===== config.mk =====
export PLATFORM = sky130hd
export DESIGN_NAME = differential_drive_mixer_flat
export DESIGN_NICKNAME = d
export VERILOG_FILES = /design/src/ddm_pkg.sv /design/src/ddm_if.sv /design/src/ddm_divider.sv /design/src/differential_drive_mixer.sv /design/src/flat_wrapper.sv
export SDC_FILE = /design/constraint.sdc
export NUM_CORES = 2
export LEC_CHECK = 0
export ABC_CLOCK_PERIOD_IN_PS = 22100
export BUFFER_PORTS_ARGS = -buffer_cell sky130_fd_sc_hd__buf_4
export CORE_MARGIN = 1.5
export CORE_UTILIZATION = 30
export DETAILED_ROUTE_END_ITERATION = 10
export SYNTH_ARGS = -nofsm -noshare
export SYNTH_HDL_FRONTEND = slang
export SYNTH_HIERARCHICAL = 1
export SYNTH_SLANG_ARGS = --single-unit

===== constraint.sdc =====
create_clock -name clock -period 22.1 [get_ports clock]
set_input_delay 3.315 -clock clock [delete_from_list [all_inputs] [get_ports clock]]
set_output_delay 3.315 -clock clock [all_outputs]
set_load 0.01 [all_outputs]

===== src/ddm_pkg.sv =====
// ----------------------------------------------------------------------------
// ddm_pkg
// Widths, codes and fixed-point constants of the differential drive mixer
// ----------------------------------------------------------------------------
package ddm_pkg;

   // field widths
   localparam int STEER_W    = 12;
   localparam int THR_W      = 12;
   localparam int DIR_W      = 2;
   localparam int SPEED_W    = 8;
   localparam int CSR_IDX_W  = 1;
   localparam int CSR_DATA_W = 10;

   // motor direction codes
   localparam logic [DIR_W-1:0] DIR_STOP = 2'd0;
   localparam logic [DIR_W-1:0] DIR_FWD  = 2'd1;
   localparam logic [DIR_W-1:0] DIR_BWD  = 2'd2;

   // register indexes
   localparam logic [CSR_IDX_W-1:0] CSR_INPUT_MODE = 1'b0;
   localparam logic [CSR_IDX_W-1:0] CSR_MAX_SPEED  = 1'b1;

   localparam logic [CSR_DATA_W-1:0] MAX_SPEED_RESET = 10'd10;
   localparam logic [CSR_DATA_W-1:0] MAX_SPEED_LIMIT = 10'd1000;

   // pulse scale and heading limits
   localparam logic signed [STEER_W-1:0] RC_LOW    = 12'sd1000;
   localparam logic signed [STEER_W-1:0] RC_HIGH   = 12'sd2000;
   localparam logic signed [STEER_W-1:0] HDG_LIMIT = 12'sd180;

   // offset from 1000 on the pulse scale, 0..1000
   localparam int U_W = 10;
   localparam logic [U_W-1:0] U_FULL = 10'd1000;

   // heading offset 0..360
   localparam int HDG_W = 9;
   localparam logic [HDG_W-1:0] HDG_SPAN = 9'd360;

   // heading steer: floor(t*25/9) as (t * 25 * ceil(2^20/9)) >> 20
   localparam int HDG_PROD_W  = 31;
   localparam int HDG_SHIFT   = 20;
   localparam logic [21:0] HDG_STEER_MUL = 22'd2912725;

   // heading throttle: floor(n*500/m) through the divider
   localparam int NT_W   = 11;
   localparam int NUM_W  = 20;
   localparam int DEN_W  = 10;
   localparam int QUOT_W = 10;
   localparam logic [8:0] THR_SCALE = 9'd500;

   // axis: floor(u*32/125) as (u * 32 * ceil(2^24/125)) >> 24, minus 128
   localparam int AXIS_W      = 9;
   localparam int AXIS_PROD_W = 33;
   localparam int AXIS_SHIFT  = 24;
   localparam logic [22:0] AXIS_MUL = 23'd4294976;
   localparam logic signed [AXIS_W:0] AXIS_BIAS = 10'sd128;

   // mix arithmetic
   localparam int PIVOT_W  = 6;
   localparam logic [PIVOT_W-1:0] PIVOT_LIMIT = 6'd32;
   localparam int PREMIX_W = 8;
   localparam int APL_W    = 13;
   localparam int CX_W     = 14;
   localparam int MIX_W    = 22;
   localparam int CX_SHIFT = 7;
   localparam int ROUND_SHIFT = 12;
   localparam logic [ROUND_SHIFT-1:0] ROUND_HALF = 12'd2048;
   localparam logic [SPEED_W-1:0] SPEED_MAX = 8'd255;

   // sideband carried alongside the divider
   typedef struct packed {
      logic           mode;
      logic [U_W-1:0] ud;
      logic [U_W-1:0] us_rc;
   } ddm_side_type;

endpackage


===== src/ddm_if.sv =====
// ----------------------------------------------------------------------------
// ddm_if
// Valid/ready channels of the mixer: command, result and register write
// ----------------------------------------------------------------------------

// command channel
interface ddm_req_if;
   import ddm_pkg::*;
   logic                      valid;
   logic                      ready;
   logic signed [STEER_W-1:0] steer;
   logic signed [THR_W-1:0]   throttle;
   modport source (output valid, output steer, output throttle, input ready);
   modport sink   (input valid, input steer, input throttle, output ready);
endinterface

// result channel
interface ddm_rsp_if;
   import ddm_pkg::*;
   logic               valid;
   logic               ready;
   logic [DIR_W-1:0]   left_dir;
   logic [SPEED_W-1:0] left_speed;
   logic [DIR_W-1:0]   right_dir;
   logic [SPEED_W-1:0] right_speed;
   modport source (output valid, output left_dir, output left_speed,
                   output right_dir, output right_speed, input ready);
   modport sink   (input valid, input left_dir, input left_speed,
                   input right_dir, input right_speed, output ready);
endinterface

// register write channel
interface ddm_csr_if;
   import ddm_pkg::*;
   logic                  valid;
   logic                  ready;
   logic [CSR_IDX_W-1:0]  index;
   logic [CSR_DATA_W-1:0] data;
   modport source (output valid, output index, output data, input ready);
   modport sink   (input valid, input index, input data, output ready);
endinterface


===== src/ddm_divider.sv =====
// ----------------------------------------------------------------------------
// ddm_divider
// Pipelined restoring divider, one quotient bit per stage, with sideband
// ----------------------------------------------------------------------------
module ddm_divider (
   input  logic                         clock,
   input  logic                         reset,
   input  logic                         in_valid,
   output logic                         in_ready,
   input  logic [ddm_pkg::NUM_W-1:0]    in_num,
   input  logic [ddm_pkg::DEN_W-1:0]    in_den,
   input  ddm_pkg::ddm_side_type        in_side,
   output logic                         out_valid,
   input  logic                         out_ready,
   output logic [ddm_pkg::QUOT_W-1:0]   out_quot,
   output ddm_pkg::ddm_side_type        out_side
);
   import ddm_pkg::*;

   logic [QUOT_W-1:0]  valid_ff;
   logic [NUM_W-1:0]   rem_ff  [QUOT_W];
   logic [QUOT_W-1:0]  quot_ff [QUOT_W];
   logic [DEN_W-1:0]   den_ff  [QUOT_W];
   ddm_side_type       side_ff [QUOT_W];

   logic [QUOT_W-1:0]  stage_en;
   logic [QUOT_W-1:0]  src_valid;
   logic [NUM_W-1:0]   src_rem  [QUOT_W];
   logic [QUOT_W-1:0]  src_quot [QUOT_W];
   logic [DEN_W-1:0]   src_den  [QUOT_W];
   ddm_side_type       src_side [QUOT_W];

   // stage enables ripple back from the output
   always_comb begin
      stage_en[QUOT_W-1] = !valid_ff[QUOT_W-1] || out_ready;
      for (int k = QUOT_W - 2; k >= 0; k--) begin
         stage_en[k] = !valid_ff[k] || stage_en[k+1];
      end
   end

   // each stage reads the stage before it, the first reads the inputs
   always_comb begin
      src_valid[0] = in_valid;
      src_rem[0]   = in_num;
      src_quot[0]  = '0;
      src_den[0]   = in_den;
      src_side[0]  = in_side;
      for (int k = 1; k < QUOT_W; k++) begin
         src_valid[k] = valid_ff[k-1];
         src_rem[k]   = rem_ff[k-1];
         src_quot[k]  = quot_ff[k-1];
         src_den[k]   = den_ff[k-1];
         src_side[k]  = side_ff[k-1];
      end
   end

   for (genvar k = 0; k < QUOT_W; k++) begin : g_stage
      localparam int BIT = QUOT_W - 1 - k;

      logic [NUM_W-1:0]  den_shift;
      logic [NUM_W:0]    trial;
      logic [NUM_W-1:0]  rem_in;
      logic [QUOT_W-1:0] quot_in;

      // trial subtract of the shifted divisor
      always_comb begin
         den_shift    = NUM_W'(src_den[k]) << BIT;
         trial        = {1'b0, src_rem[k]} - {1'b0, den_shift};
         rem_in       = trial[NUM_W] ? src_rem[k] : trial[NUM_W-1:0];
         quot_in      = src_quot[k];
         quot_in[BIT] = !trial[NUM_W];
      end

      always_ff @(posedge clock) begin
         if (reset) begin
            valid_ff[k] <= 1'b0;
         end else if (stage_en[k]) begin
            valid_ff[k] <= src_valid[k];
         end
         if (stage_en[k]) begin
            rem_ff[k]  <= rem_in;
            quot_ff[k] <= quot_in;
            den_ff[k]  <= src_den[k];
            side_ff[k] <= src_side[k];
         end
      end
   end

   assign in_ready  = stage_en[0];
   assign out_valid = valid_ff[QUOT_W-1];
   assign out_quot  = quot_ff[QUOT_W-1];
   assign out_side  = side_ff[QUOT_W-1];

endmodule


===== src/differential_drive_mixer.sv =====
// ----------------------------------------------------------------------------
// differential_drive_mixer
// Differential-steering mixer: steer and throttle to two motor commands
// ----------------------------------------------------------------------------
// Takes one steer/throttle command per clock while the result channel keeps
// up, and returns one result per command, in order. The depth is set mostly
// by the ten-stage restoring divider that rescales the throttle by max_speed
// in heading mode; the remaining stages clamp and pre-scale, map both
// commands to the -128..128 axis, form the premix and pivot products, sum the
// mix, and round and saturate into the output register. Each stage holds its
// item until the next stage frees up, so bubbles are squeezed out and a new
// command is taken whenever any stage has room. Register writes are meant for
// an idle block; there is no start-up sweep, the block takes commands from the
// first cycle after reset.
module differential_drive_mixer (
   input  logic     clock,
   input  logic     reset,
   ddm_req_if.sink  req_chan,
   ddm_rsp_if.source rsp_chan,
   ddm_csr_if.sink  csr_chan
);
   import ddm_pkg::*;

   typedef struct packed {
      logic [DIR_W-1:0]   dir;
      logic [SPEED_W-1:0] speed;
   } motor_type;

   // round n/4096 half to even, then duty 2|m|-1 saturated
   function automatic motor_type motor_drive(input logic signed [MIX_W-1:0] n);
      logic signed [MIX_W-ROUND_SHIFT-1:0] q;
      logic [ROUND_SHIFT-1:0]              r;
      logic signed [MIX_W-ROUND_SHIFT:0]   m;
      logic [MIX_W-ROUND_SHIFT:0]          mag;
      motor_type                           res;
      q = n[MIX_W-1:ROUND_SHIFT];
      r = n[ROUND_SHIFT-1:0];
      m = (MIX_W-ROUND_SHIFT+1)'(q);
      if (r > ROUND_HALF || (r == ROUND_HALF && q[0])) begin
         m = m + 2'sd1;
      end
      mag = (m < 0) ? -m : m;
      if (m == 0) begin
         res.dir   = DIR_STOP;
         res.speed = '0;
      end else begin
         res.dir = (m > 0) ? DIR_FWD : DIR_BWD;
         if (mag >= (MIX_W-ROUND_SHIFT+1)'(128)) begin
            res.speed = SPEED_MAX;
         end else begin
            res.speed = {mag[SPEED_W-2:0], 1'b0} - 8'd1;
         end
      end
      return res;
   endfunction

   // offset 0..1000 on the pulse scale to the -128..128 axis
   function automatic logic signed [AXIS_W-1:0] to_axis(input logic [U_W-1:0] u);
      logic [AXIS_PROD_W-1:0] prod;
      logic signed [AXIS_W:0] wide;
      prod = AXIS_PROD_W'(u) * AXIS_PROD_W'(AXIS_MUL);
      wide = $signed({1'b0, prod[AXIS_SHIFT +: AXIS_W]}) - AXIS_BIAS;
      return wide[AXIS_W-1:0];
   endfunction

   // ------------------------------------------------------------------
   // configuration registers
   // ------------------------------------------------------------------
   logic                  input_mode_ff;
   logic [CSR_DATA_W-1:0] max_speed_ff;

   assign csr_chan.ready = 1'b1;

   // register write transaction
   always_ff @(posedge clock) begin
      if (reset) begin
         input_mode_ff <= 1'b0;
         max_speed_ff  <= MAX_SPEED_RESET;
      end else if (csr_chan.valid) begin
         unique case (csr_chan.index)
            CSR_INPUT_MODE: input_mode_ff <= csr_chan.data[0];
            CSR_MAX_SPEED:  max_speed_ff  <= csr_chan.data;
            default: ;
         endcase
      end
   end

   // ------------------------------------------------------------------
   // stage enables
   // ------------------------------------------------------------------
   logic s1_valid_ff, s2_valid_ff, s3_valid_ff, s4_valid_ff, s5_valid_ff, s6_valid_ff;
   logic s1_en, s2_en, s3_en, s4_en, s5_en, s6_en;
   logic div_in_ready, div_out_valid;

   assign s6_en = !s6_valid_ff || rsp_chan.ready;
   assign s5_en = !s5_valid_ff || s6_en;
   assign s4_en = !s4_valid_ff || s5_en;
   assign s3_en = !s3_valid_ff || s4_en;
   assign s2_en = !s2_valid_ff || div_in_ready;
   assign s1_en = !s1_valid_ff || s2_en;
   assign req_chan.ready = s1_en;

   // ------------------------------------------------------------------
   // stage 1: clamp commands to their range for the mode
   // ------------------------------------------------------------------
   logic                  s1_mode_ff;
   logic [U_W-1:0]        s1_ud_rc_ff, s1_us_rc_ff;
   logic [HDG_W-1:0]      s1_hdg_ff;
   logic [NT_W-1:0]       s1_nt_ff;
   logic [DEN_W-1:0]      s1_den_ff;

   logic [U_W-1:0]        ud_rc_in, us_rc_in;
   logic [HDG_W-1:0]      hdg_in;
   logic [NT_W-1:0]       nt_in;
   logic [DEN_W-1:0]      den_in;
   logic signed [STEER_W-1:0] steer_diff, thr_diff, hdg_sum;
   logic signed [THR_W:0] thr_ext, m_ext, nt_sum;

   always_comb begin
      // effective full-scale speed
      if (max_speed_ff == '0) begin
         den_in = 10'd1;
      end else if (max_speed_ff > MAX_SPEED_LIMIT) begin
         den_in = MAX_SPEED_LIMIT;
      end else begin
         den_in = max_speed_ff;
      end

      // pulse widths
      steer_diff = req_chan.steer - RC_LOW;
      thr_diff   = req_chan.throttle - RC_LOW;
      if (req_chan.steer < RC_LOW) begin
         ud_rc_in = '0;
      end else if (req_chan.steer > RC_HIGH) begin
         ud_rc_in = U_FULL;
      end else begin
         ud_rc_in = steer_diff[U_W-1:0];
      end
      if (req_chan.throttle < RC_LOW) begin
         us_rc_in = '0;
      end else if (req_chan.throttle > RC_HIGH) begin
         us_rc_in = U_FULL;
      end else begin
         us_rc_in = thr_diff[U_W-1:0];
      end

      // heading, offset to 0..360
      hdg_sum = req_chan.steer + HDG_LIMIT;
      if (req_chan.steer < -HDG_LIMIT) begin
         hdg_in = '0;
      end else if (req_chan.steer > HDG_LIMIT) begin
         hdg_in = HDG_SPAN;
      end else begin
         hdg_in = hdg_sum[HDG_W-1:0];
      end

      // signed speed, offset to 0..2*max_speed
      thr_ext = (THR_W+1)'(req_chan.throttle);
      m_ext   = $signed({3'b000, den_in});
      nt_sum  = thr_ext + m_ext;
      if (thr_ext < -m_ext) begin
         nt_in = '0;
      end else if (thr_ext > m_ext) begin
         nt_in = {den_in, 1'b0};
      end else begin
         nt_in = nt_sum[NT_W-1:0];
      end
   end

   always_ff @(posedge clock) begin
      if (reset) begin
         s1_valid_ff <= 1'b0;
      end else if (s1_en) begin
         s1_valid_ff <= req_chan.valid;
      end
      if (s1_en) begin
         s1_mode_ff  <= input_mode_ff;
         s1_ud_rc_ff <= ud_rc_in;
         s1_us_rc_ff <= us_rc_in;
         s1_hdg_ff   <= hdg_in;
         s1_nt_ff    <= nt_in;
         s1_den_ff   <= den_in;
      end
   end

   // ------------------------------------------------------------------
   // stage 2: heading steer rescale and throttle numerator
   // ------------------------------------------------------------------
   ddm_side_type          s2_side_ff;
   logic [NUM_W-1:0]      s2_num_ff;
   logic [DEN_W-1:0]      s2_den_ff;

   logic [HDG_PROD_W-1:0] hdg_prod;
   ddm_side_type          side_in;
   logic [NUM_W-1:0]      num_in;

   always_comb begin
      hdg_prod      = HDG_PROD_W'(s1_hdg_ff) * HDG_PROD_W'(HDG_STEER_MUL);
      num_in        = NUM_W'(s1_nt_ff) * NUM_W'(THR_SCALE);
      side_in.mode  = s1_mode_ff;
      side_in.ud    = s1_mode_ff ? hdg_prod[HDG_SHIFT +: U_W] : s1_ud_rc_ff;
      side_in.us_rc = s1_us_rc_ff;
   end

   always_ff @(posedge clock) begin
      if (reset) begin
         s2_valid_ff <= 1'b0;
      end else if (s2_en) begin
         s2_valid_ff <= s1_valid_ff;
      end
      if (s2_en) begin
         s2_side_ff <= side_in;
         s2_num_ff  <= num_in;
         s2_den_ff  <= s1_den_ff;
      end
   end

   // ------------------------------------------------------------------
   // throttle rescale divider
   // ------------------------------------------------------------------
   logic [QUOT_W-1:0] div_quot;
   ddm_side_type      div_side;

   ddm_divider u_ddm_divider (
      .clock     (clock),
      .reset     (reset),
      .in_valid  (s2_valid_ff),
      .in_ready  (div_in_ready),
      .in_num    (s2_num_ff),
      .in_den    (s2_den_ff),
      .in_side   (s2_side_ff),
      .out_valid (div_out_valid),
      .out_ready (s3_en),
      .out_quot  (div_quot),
      .out_side  (div_side)
   );

   // ------------------------------------------------------------------
   // stage 3: map both commands to the axis
   // ------------------------------------------------------------------
   logic signed [AXIS_W-1:0] s3_x_ff, s3_y_ff;
   logic [U_W-1:0]           us_sel;

   assign us_sel = div_side.mode ? div_quot : div_side.us_rc;

   always_ff @(posedge clock) begin
      if (reset) begin
         s3_valid_ff <= 1'b0;
      end else if (s3_en) begin
         s3_valid_ff <= div_out_valid;
      end
      if (s3_en) begin
         s3_x_ff <= to_axis(div_side.ud);
         s3_y_ff <= to_axis(us_sel);
      end
   end

   // ------------------------------------------------------------------
   // stage 4: premix, pivot weight and first products
   // ------------------------------------------------------------------
   logic signed [APL_W-1:0]  s4_apl_ff, s4_apr_ff;
   logic signed [CX_W-1:0]   s4_cx_ff;
   logic signed [AXIS_W-1:0] s4_y_ff;

   logic signed [AXIS_W:0]    x_plus, x_minus;
   logic signed [AXIS_W-1:0]  abs_y;
   logic [PIVOT_W-1:0]        pivot_a, pivot_b;
   logic signed [PREMIX_W-1:0] pl, pr, p_plus, p_minus;
   logic signed [APL_W-1:0]   apl_in, apr_in;
   logic signed [CX_W-1:0]    cx_in;

   always_comb begin
      x_plus  = 10'sd127 + (AXIS_W+1)'(s3_x_ff);
      x_minus = 10'sd127 - (AXIS_W+1)'(s3_x_ff);
      p_plus  = x_plus[PREMIX_W-1:0];
      p_minus = x_minus[PREMIX_W-1:0];

      // forward or reverse premix
      if (s3_y_ff >= 0) begin
         pl = (s3_x_ff >= 0) ? 8'sd127 : p_plus;
         pr = (s3_x_ff >= 0) ? p_minus : 8'sd127;
      end else begin
         pl = (s3_x_ff >= 0) ? p_minus : 8'sd127;
         pr = (s3_x_ff >= 0) ? 8'sd127 : p_plus;
      end

      // pivot weight: |y| limited to 32
      abs_y = (s3_y_ff < 0) ? -s3_y_ff : s3_y_ff;
      if (abs_y > $signed({3'b000, PIVOT_LIMIT})) begin
         pivot_a = PIVOT_LIMIT;
      end else begin
         pivot_a = abs_y[PIVOT_W-1:0];
      end
      pivot_b = PIVOT_LIMIT - pivot_a;

      apl_in = APL_W'(signed'({1'b0, pivot_a})) * APL_W'(pl);
      apr_in = APL_W'(signed'({1'b0, pivot_a})) * APL_W'(pr);
      cx_in  = CX_W'(signed'({1'b0, pivot_b})) * CX_W'(s3_x_ff);
   end

   always_ff @(posedge clock) begin
      if (reset) begin
         s4_valid_ff <= 1'b0;
      end else if (s4_en) begin
         s4_valid_ff <= s3_valid_ff;
      end
      if (s4_en) begin
         s4_apl_ff <= apl_in;
         s4_apr_ff <= apr_in;
         s4_cx_ff  <= cx_in;
         s4_y_ff   <= s3_y_ff;
      end
   end

   // ------------------------------------------------------------------
   // stage 5: mix numerators over 4096
   // ------------------------------------------------------------------
   logic signed [MIX_W-1:0] s5_nl_ff, s5_nr_ff;
   logic signed [MIX_W-1:0] pivot_term, nl_in, nr_in;

   always_comb begin
      pivot_term = MIX_W'(s4_cx_ff) <<< CX_SHIFT;
      nl_in = MIX_W'(s4_apl_ff) * MIX_W'(s4_y_ff) + pivot_term;
      nr_in = MIX_W'(s4_apr_ff) * MIX_W'(s4_y_ff) - pivot_term;
   end

   always_ff @(posedge clock) begin
      if (reset) begin
         s5_valid_ff <= 1'b0;
      end else if (s5_en) begin
         s5_valid_ff <= s4_valid_ff;
      end
      if (s5_en) begin
         s5_nl_ff <= nl_in;
         s5_nr_ff <= nr_in;
      end
   end

   // ------------------------------------------------------------------
   // stage 6: rounding, direction and duty into the output register
   // ------------------------------------------------------------------
   motor_type s6_left_ff, s6_right_ff;

   always_ff @(posedge clock) begin
      if (reset) begin
         s6_valid_ff <= 1'b0;
      end else if (s6_en) begin
         s6_valid_ff <= s5_valid_ff;
      end
      if (s6_en) begin
         s6_left_ff  <= motor_drive(s5_nl_ff);
         s6_right_ff <= motor_drive(s5_nr_ff);
      end
   end

   // result transaction
   assign rsp_chan.valid       = s6_valid_ff;
   assign rsp_chan.left_dir    = s6_left_ff.dir;
   assign rsp_chan.left_speed  = s6_left_ff.speed;
   assign rsp_chan.right_dir   = s6_right_ff.dir;
   assign rsp_chan.right_speed = s6_right_ff.speed;

endmodule


===== src/flat_wrapper.sv =====
// flat-port wrapper written by rule: the top's interface ports become plain ports
module differential_drive_mixer_flat import ddm_pkg::*;
  (clock, reset, req_chan_valid, req_chan_steer, req_chan_throttle, req_chan_ready, rsp_chan_valid, rsp_chan_left_dir, rsp_chan_left_speed, rsp_chan_right_dir, rsp_chan_right_speed, rsp_chan_ready, csr_chan_valid, csr_chan_index, csr_chan_data, csr_chan_ready);
  ddm_req_if req_chan_i ();
  ddm_rsp_if rsp_chan_i ();
  ddm_csr_if csr_chan_i ();
  input  logic clock;
  input  logic reset;
  input wire logic [$bits(req_chan_i.valid)-1:0] req_chan_valid;
  input wire logic [$bits(req_chan_i.steer)-1:0] req_chan_steer;
  input wire logic [$bits(req_chan_i.throttle)-1:0] req_chan_throttle;
  output wire logic [$bits(req_chan_i.ready)-1:0] req_chan_ready;
  output wire logic [$bits(rsp_chan_i.valid)-1:0] rsp_chan_valid;
  output wire logic [$bits(rsp_chan_i.left_dir)-1:0] rsp_chan_left_dir;
  output wire logic [$bits(rsp_chan_i.left_speed)-1:0] rsp_chan_left_speed;
  output wire logic [$bits(rsp_chan_i.right_dir)-1:0] rsp_chan_right_dir;
  output wire logic [$bits(rsp_chan_i.right_speed)-1:0] rsp_chan_right_speed;
  input wire logic [$bits(rsp_chan_i.ready)-1:0] rsp_chan_ready;
  input wire logic [$bits(csr_chan_i.valid)-1:0] csr_chan_valid;
  input wire logic [$bits(csr_chan_i.index)-1:0] csr_chan_index;
  input wire logic [$bits(csr_chan_i.data)-1:0] csr_chan_data;
  output wire logic [$bits(csr_chan_i.ready)-1:0] csr_chan_ready;
  assign req_chan_i.valid = req_chan_valid;
  assign req_chan_i.steer = req_chan_steer;
  assign req_chan_i.throttle = req_chan_throttle;
  assign req_chan_ready = req_chan_i.ready;
  assign rsp_chan_valid = rsp_chan_i.valid;
  assign rsp_chan_left_dir = rsp_chan_i.left_dir;
  assign rsp_chan_left_speed = rsp_chan_i.left_speed;
  assign rsp_chan_right_dir = rsp_chan_i.right_dir;
  assign rsp_chan_right_speed = rsp_chan_i.right_speed;
  assign rsp_chan_i.ready = rsp_chan_ready;
  assign csr_chan_i.valid = csr_chan_valid;
  assign csr_chan_i.index = csr_chan_index;
  assign csr_chan_i.data = csr_chan_data;
  assign csr_chan_ready = csr_chan_i.ready;
  differential_drive_mixer u_core (.clock(clock), .reset(reset), .req_chan(req_chan_i), .rsp_chan(rsp_chan_i), .csr_chan(csr_chan_i));
endmodule

---- Yosys cells after proc, flatten, opt, wreduce, memory -nomap -nowiden ----
Memory sizes are Yosys's and may differ from the RTL's.
Index checks and enable logic that the tools add are counted.
operators by class
  add/sub/neg operators ................... 29
  $mul .................................... 9
  order comparisons ....................... 21
  equal/unequal tests ..................... 2
  muxes and demuxes ....................... 54
  bitwise operators ....................... 1
  reductions and logical operators ........ 55
operators by type and width
  kind                      count
  $mux W20                  10
  $mux W11                  7
  $logic_not A32 Y1         2
  $mux W10                  6
  $mul A10 B17 Y27 const B  2
  $gt A12 B12 Y1 const B    4
  $mux W8                   6
  $mul A13 B9 Y22           2
  $mul A9 B22 Y30 const B   1
  $logic_not A1 Y1          26
  $mul A7 B8 Y13            2
  $eq A12 B12 Y1 const B    2
  $lt A12 B11 Y1 const B    2
  $add A10 B2 Y11 const B   2
  $add A22 B21 Y22          1
  $ge A11 B8 Y1 const B     2
  $gt A11 B1 Y1 const B     2
  $lt A11 B1 Y1 const B     2
  $neg A11 Y11              2
  $sub A22 B21 Y22          1
  $sub A20 B10 Y21          1
  $sub A20 B11 Y21          1
  $sub A20 B12 Y21          1
  $sub A20 B13 Y21          1
  36 further kinds          83
word-level totals
  bits in registers ....................... 258
  memory bits (writable) .................. 610
  input bits .............................. 40
  output and inout bits ................... 23
  logic and storage cells ................. 220
  memories ................................ 4
memories
  name                          words  bits a word  read ports  clocked after memory_dff  wr ports  RTL line           source
  u_core.u_ddm_divider.side_ff  10     21           10          0                         10        ddm_divider.sv:24  ddm_side_type side_ff [QUOT_W];
  u_core.u_ddm_divider.rem_ff   10     20           9           0                         10        ddm_divider.sv:21  logic [NUM_W-1:0] rem_ff [QUOT_W];
  u_core.u_ddm_divider.den_ff   10     10           9           0                         10        ddm_divider.sv:23  logic [DEN_W-1:0] den_ff [QUOT_W];
  u_core.u_ddm_divider.quot_ff  10     10           10          0                         10        ddm_divider.sv:22  logic [QUOT_W-1:0] quot_ff [QUOT_W];

---- Longest topological paths before layout ----
  depth in word-level cells ............... 17
  mapped depth ............................ 30

---- By module ----
The synthesis kept the hierarchy.
modules (own cells, without submodules)
  module                    times used  cells an instance  area each (um2)
  differential_drive_mixer  1           3257               33349.5
  ddm_divider               1           1511               22775.6

---- Worst setup path after synthesis ----
No wires, ideal clock.
  path kind ............................... input -> output
  start point ............................. in rsp_chan_ready
  end point ............................... out req_chan_ready
  arrival time ............................ 10.111 ns
  path slack .............................. 8.674 ns
  stages on the path ...................... 13
  path buffers ............................ 1
  cells stage by stage .................... nor2b_1 -> and3_1 -> nand2_1 -> nor2b_1 -> and2_1 -> inv_1 -> nor2_1 -> and2_1 -> clkbuf_1 -> nand4_1 -> or2_2 -> nor2b_1 -> nand2_1
on the way
  cells in the longest elaborated chain, start to end .. 16
ends and longest elaborated chain
  what                                  RTL line                         source
  start, declared                       flat_wrapper.sv:18               input wire logic [$bits(rsp_chan_i.ready)-1:0] rsp_chan_ready;
  $logic_or A1 B1 Y1                    differential_drive_mixer.sv:95   assign s6_en = !s6_valid_ff || rsp_chan.ready;
  $logic_or A1 B1 Y1                    differential_drive_mixer.sv:96   assign s5_en = !s5_valid_ff || s6_en;
  $logic_or A1 B1 Y1                    differential_drive_mixer.sv:97   assign s4_en = !s4_valid_ff || s5_en;
  $logic_or A1 B1 Y1                    differential_drive_mixer.sv:98   assign s3_en = !s3_valid_ff || s4_en;
  net u_core.s3_en                      differential_drive_mixer.sv:92   logic s1_en, s2_en, s3_en, s4_en, s5_en, s6_en;
  $logic_or A1 B1 Y1                    ddm_divider.sv:35                stage_en[QUOT_W-1] = !valid_ff[QUOT_W-1] || out_ready;
  $logic_or A1 B1 Y1                    ddm_divider.sv:37                stage_en[k] = !valid_ff[k] || stage_en[k+1];
  net u_core.u_ddm_divider.stage_en[8]  ddm_divider.sv:26                logic [QUOT_W-1:0] stage_en;
  $logic_or A1 B1 Y1 (7 in series)      ddm_divider.sv:37
  net u_core.u_ddm_divider.stage_en[1]  ddm_divider.sv:26
  $logic_or A1 B1 Y1                    ddm_divider.sv:37
  net u_core.div_in_ready               differential_drive_mixer.sv:93   logic div_in_ready, div_out_valid;
  $logic_or A1 B1 Y1                    differential_drive_mixer.sv:99   assign s2_en = !s2_valid_ff || div_in_ready;
  $logic_or A1 B1 Y1                    differential_drive_mixer.sv:100  assign s1_en = !s1_valid_ff || s2_en;
  end, declared                         flat_wrapper.sv:12               output wire logic [$bits(req_chan_i.ready)-1:0] req_chan_ready;
The timed path passes the listed nets, and every way through them passes these cells.

---- Worst setup path after layout ----
Same ends and word-level chain as after synthesis.

==> summary.txt <==
Critical path
  • RR Startpoint: u_core/s3_y_ff[0]
  • CP Launch Type: input port
  • CP max FO: 61
  • Kind of critical path: input port to output port
  • Worst setup EP type: output port
  • Worst R2R Path Depth: 28
  • WP data required: 18.78 ns
  • R2R setup slack: 13.58 ns
  • Worst reg2reg path endpoint: u_core/s4_cx_ff[13]
  • Critical path data arrival time: 8.38 ns

Floorplanning
  • IO Count: 63
  • Starting Density: 0.3023
  • Die Ht: 435.5 µm
  • Site Rows: 158
  • Die area: 189700 µm²
  • Die W: 435.5 µm
  • Core region area: 185600 µm²

STA
  • Final Hold Vio Count: 0
  • Crit share post-route: 0.5293
  • Minimum clock period: 11.70 ns
  • Slew headroom: 0.1828
  • Setup violations, final: 0
  • Fmax: 85.48 MHz
  • Clk_skew: 0.03091 ns
  • Final slew viol count: 0
  • RSZ-0062 raised after global routing: no
  • WHS: 0.4042 ns
  • Sum Neg Setup Slack: 0 ns
  • Slew @ Worst Pin: 1.224 ns

Yosys
  • Synth Area per Inst: 11.77 µm²
  • YS warnings: 6
  • Sequential fraction of the synthesis area: 0.4195
  • Most used DFF post-synth: edfxtp_1
  • Post-Syn Area: 56130 µm²
  • Netlist cell types: 98
  • Post-synth top area share: 0.4098
  • Yosys reg bits: 793
  • Asr flop ratio synth: 0
  • Leading post-synthesis cells by cell area: edfxtp_1 (41%), fa_1 (16%), ha_1 (13%), inv_1 (4.7%), xnor2_1 (3.2%)
  • Syn Inst Count: 4768
  • EDFF count, synth: 766
  • Post-synth top area cell: edfxtp_1

Final layout
  • Filler cell count: 18300
  • Commonest cells after routing, fill and taps aside: edfxtp_1 (766), inv_1 (693), ha_1 (594), fa_1 (441), nand2_1 (319)
  • Area grow syn2layout: 11.23%
  • Layout Cell Area excl Fill: 62430 µm²
  • Finished Layout Cells: 7394
  • Register area: 23540 µm²
  • Commonest non-fill, non-tap cell in the layout: edfxtp_1
  • Multi-input logic area: 29580 µm²
  • Nets: 5918
  • Layout cells sized above 1: 0.07022

CTS
  • Max Buffers Root-to-Sink: 3
  • CTS Buf Count: 86
  • Root buffer cell: clkbuf_16
  • CTS HTree Levels: 3
  • CTS tree: done
  • Clk pin slew, worst setup/hold paths: 0.06 ns
  • CTS Hold Buffers Added: 0
  • Clk_lat worst skew: 0.69 ns
  • Post-CTS Resized: 0
  • Clock Sinks: 793
  • Setup Buffers After CTS: 0

Outcome
  • Status: finished clean

Place
  • Post-DP HPWL: 76350 µm
  • RePlAce Congestion: 0.8419
  • DP Cell Count: 7235
  • Post-DP Area: 59490 µm²
  • Port Buffers: 61

Global route
  • Largest net degree at the start of global routing: 62
  • Initial antenna violation count: 0
  • Gr ovfl total: 0
  • First-pass GRT wire length: 166000 µm
  • Vias in the first global route: 34170
  • Global Route Usage Sum: 0.1044

Detailed routing
  • WL final: 98610 µm
  • Vias per inst: 4.494
  • Initial drt markers: 1439
  • Vias after detailed routing: 33230
  • DRT Pass-1 Iters: 5
  • # DRC: 0
  • Routed WL per cell: 13.34 µm
  • DRT antenna net count: 0

Worst hold path
  • Hold Path End: u_core/u_ddm_divider/quot_ff[9][5]
  • Min-delay worst type: register to register
  • Hold path cells: 0
  • Hold path start: u_core/u_ddm_divider/quot_ff[8][5]

Job
  • Max-Cap Viols: 0
[stage by stage]
stage	setup WS, ns	utilization
floorplan	8.674	-
global placement	10.29	0.3205
detailed placement	10.24	0.3205
CTS	10.22	0.3363
global route	9.729	0.3363
finish	10.40	0.3363
[critical path, cell delays in order]
cell and delay, ns:
buf_4 0.08, nor2b_1 0.08, and3_1 0.25, nand2_1 0.08, buf_4 0.25, nor2b_1 0.12, and2_1 0.20, inv_2 0.05
buf_4 0.58, nor2_1 0.22, and2_1 0.31, nand4_1 0.12, buf_4 0.50, or2_2 0.97, nor2b_1 0.26, nand2_2 0.14
buf_4 0.53, buf_4 0.23
[logic make-up after synthesis]
logic type      after synthesis  synth area share
compound gates              650           0.07696
xor+xnor                    286           0.04514
fa+ha+maj                  1035            0.2897
buf+inv                     799           0.05406
flops                       793            0.4195
mux                          79           0.01543
other cells                   2         0.0001338
simple gates               1124           0.09909
[registers in the layout, summed over array words and instances (netlist names), 10 cells and up]
signal                        cells
u_core/s4_apl_ff                 13
u_core/s2_den_ff                 10
u_core/s1_den_ff                 10
u_core/s1_nt_ff                  11
u_core/s5_nl_ff                  22
u_core/s2_side_ff                21
u_core/s1_ud_rc_ff               10
u_core/s4_cx_ff                  14
u_core/u_ddm_divider/side_ff    210
u_core/s5_nr_ff                  22
u_core/s4_apr_ff                 13
u_core/s1_us_rc_ff               10
u_core/u_ddm_divider/rem_ff     180
u_core/u_ddm_divider/quot_ff     55
u_core/s2_num_ff                 18
u_core/u_ddm_divider/den_ff      90
u_core/max_speed_ff              10
[final cells by class]
class / count / share of cell area
multi-input combinational: 3178 / 0.4738
sequential: 793 / 0.3771
tap: 2480 / 0.04971
inverter: 699 / 0.04203
clock buffer: 112 / 0.03736
timing repair buffer: 85 / 0.01022
clock inverter: 46 / 0.009701
antenna: 1 / 0.00004009
[metal layers]
layer,share of wire,vias to the layer above,global-route usage,wire (µm)
li1,-,16470,-,-
met1,0.46,16170,0.1342,45380
met2,0.48,450,0.1779,46910
met3,0.035,145,0.01760,3493
met4,0.029,0,0.03310,2829
met5,0,-,0,0
[Yosys cell counts (all sizes together) (29+ instances only)]
cell type	n
xor2	77
fa	441
nand3	48
a211oi	29
inv	699
nor3	85
a21oi	196
nor2b	52
nand2	323
o21a	45
clkbuf	81
nand2b	68
o21ai	128
xnor2	208
and2	156
ha	594
mux2	60
edfxtp	766
o21bai	31
nor2	255
a21o	45
[how the worst max path moves through the flow]
| stage | start | to | cells past startpoint |
|---|---|---|---|
| 6_report | rsp_chan_ready | req_chan_ready | 18 |
| 3_3_place_gp | rsp_chan_ready | req_chan_ready | 18 |
| 5_1_grt | rsp_chan_ready | req_chan_ready | 18 |
| 3_5_place_dp | rsp_chan_ready | req_chan_ready | 18 |
| 2_1_floorplan | rsp_chan_ready | req_chan_ready | 13 |
| 4_1_cts | rsp_chan_ready | req_chan_ready | 18 |
Power is not shown: default switching activity piles up to over one toggle a cycle in this logic, so the estimate is an artifact.
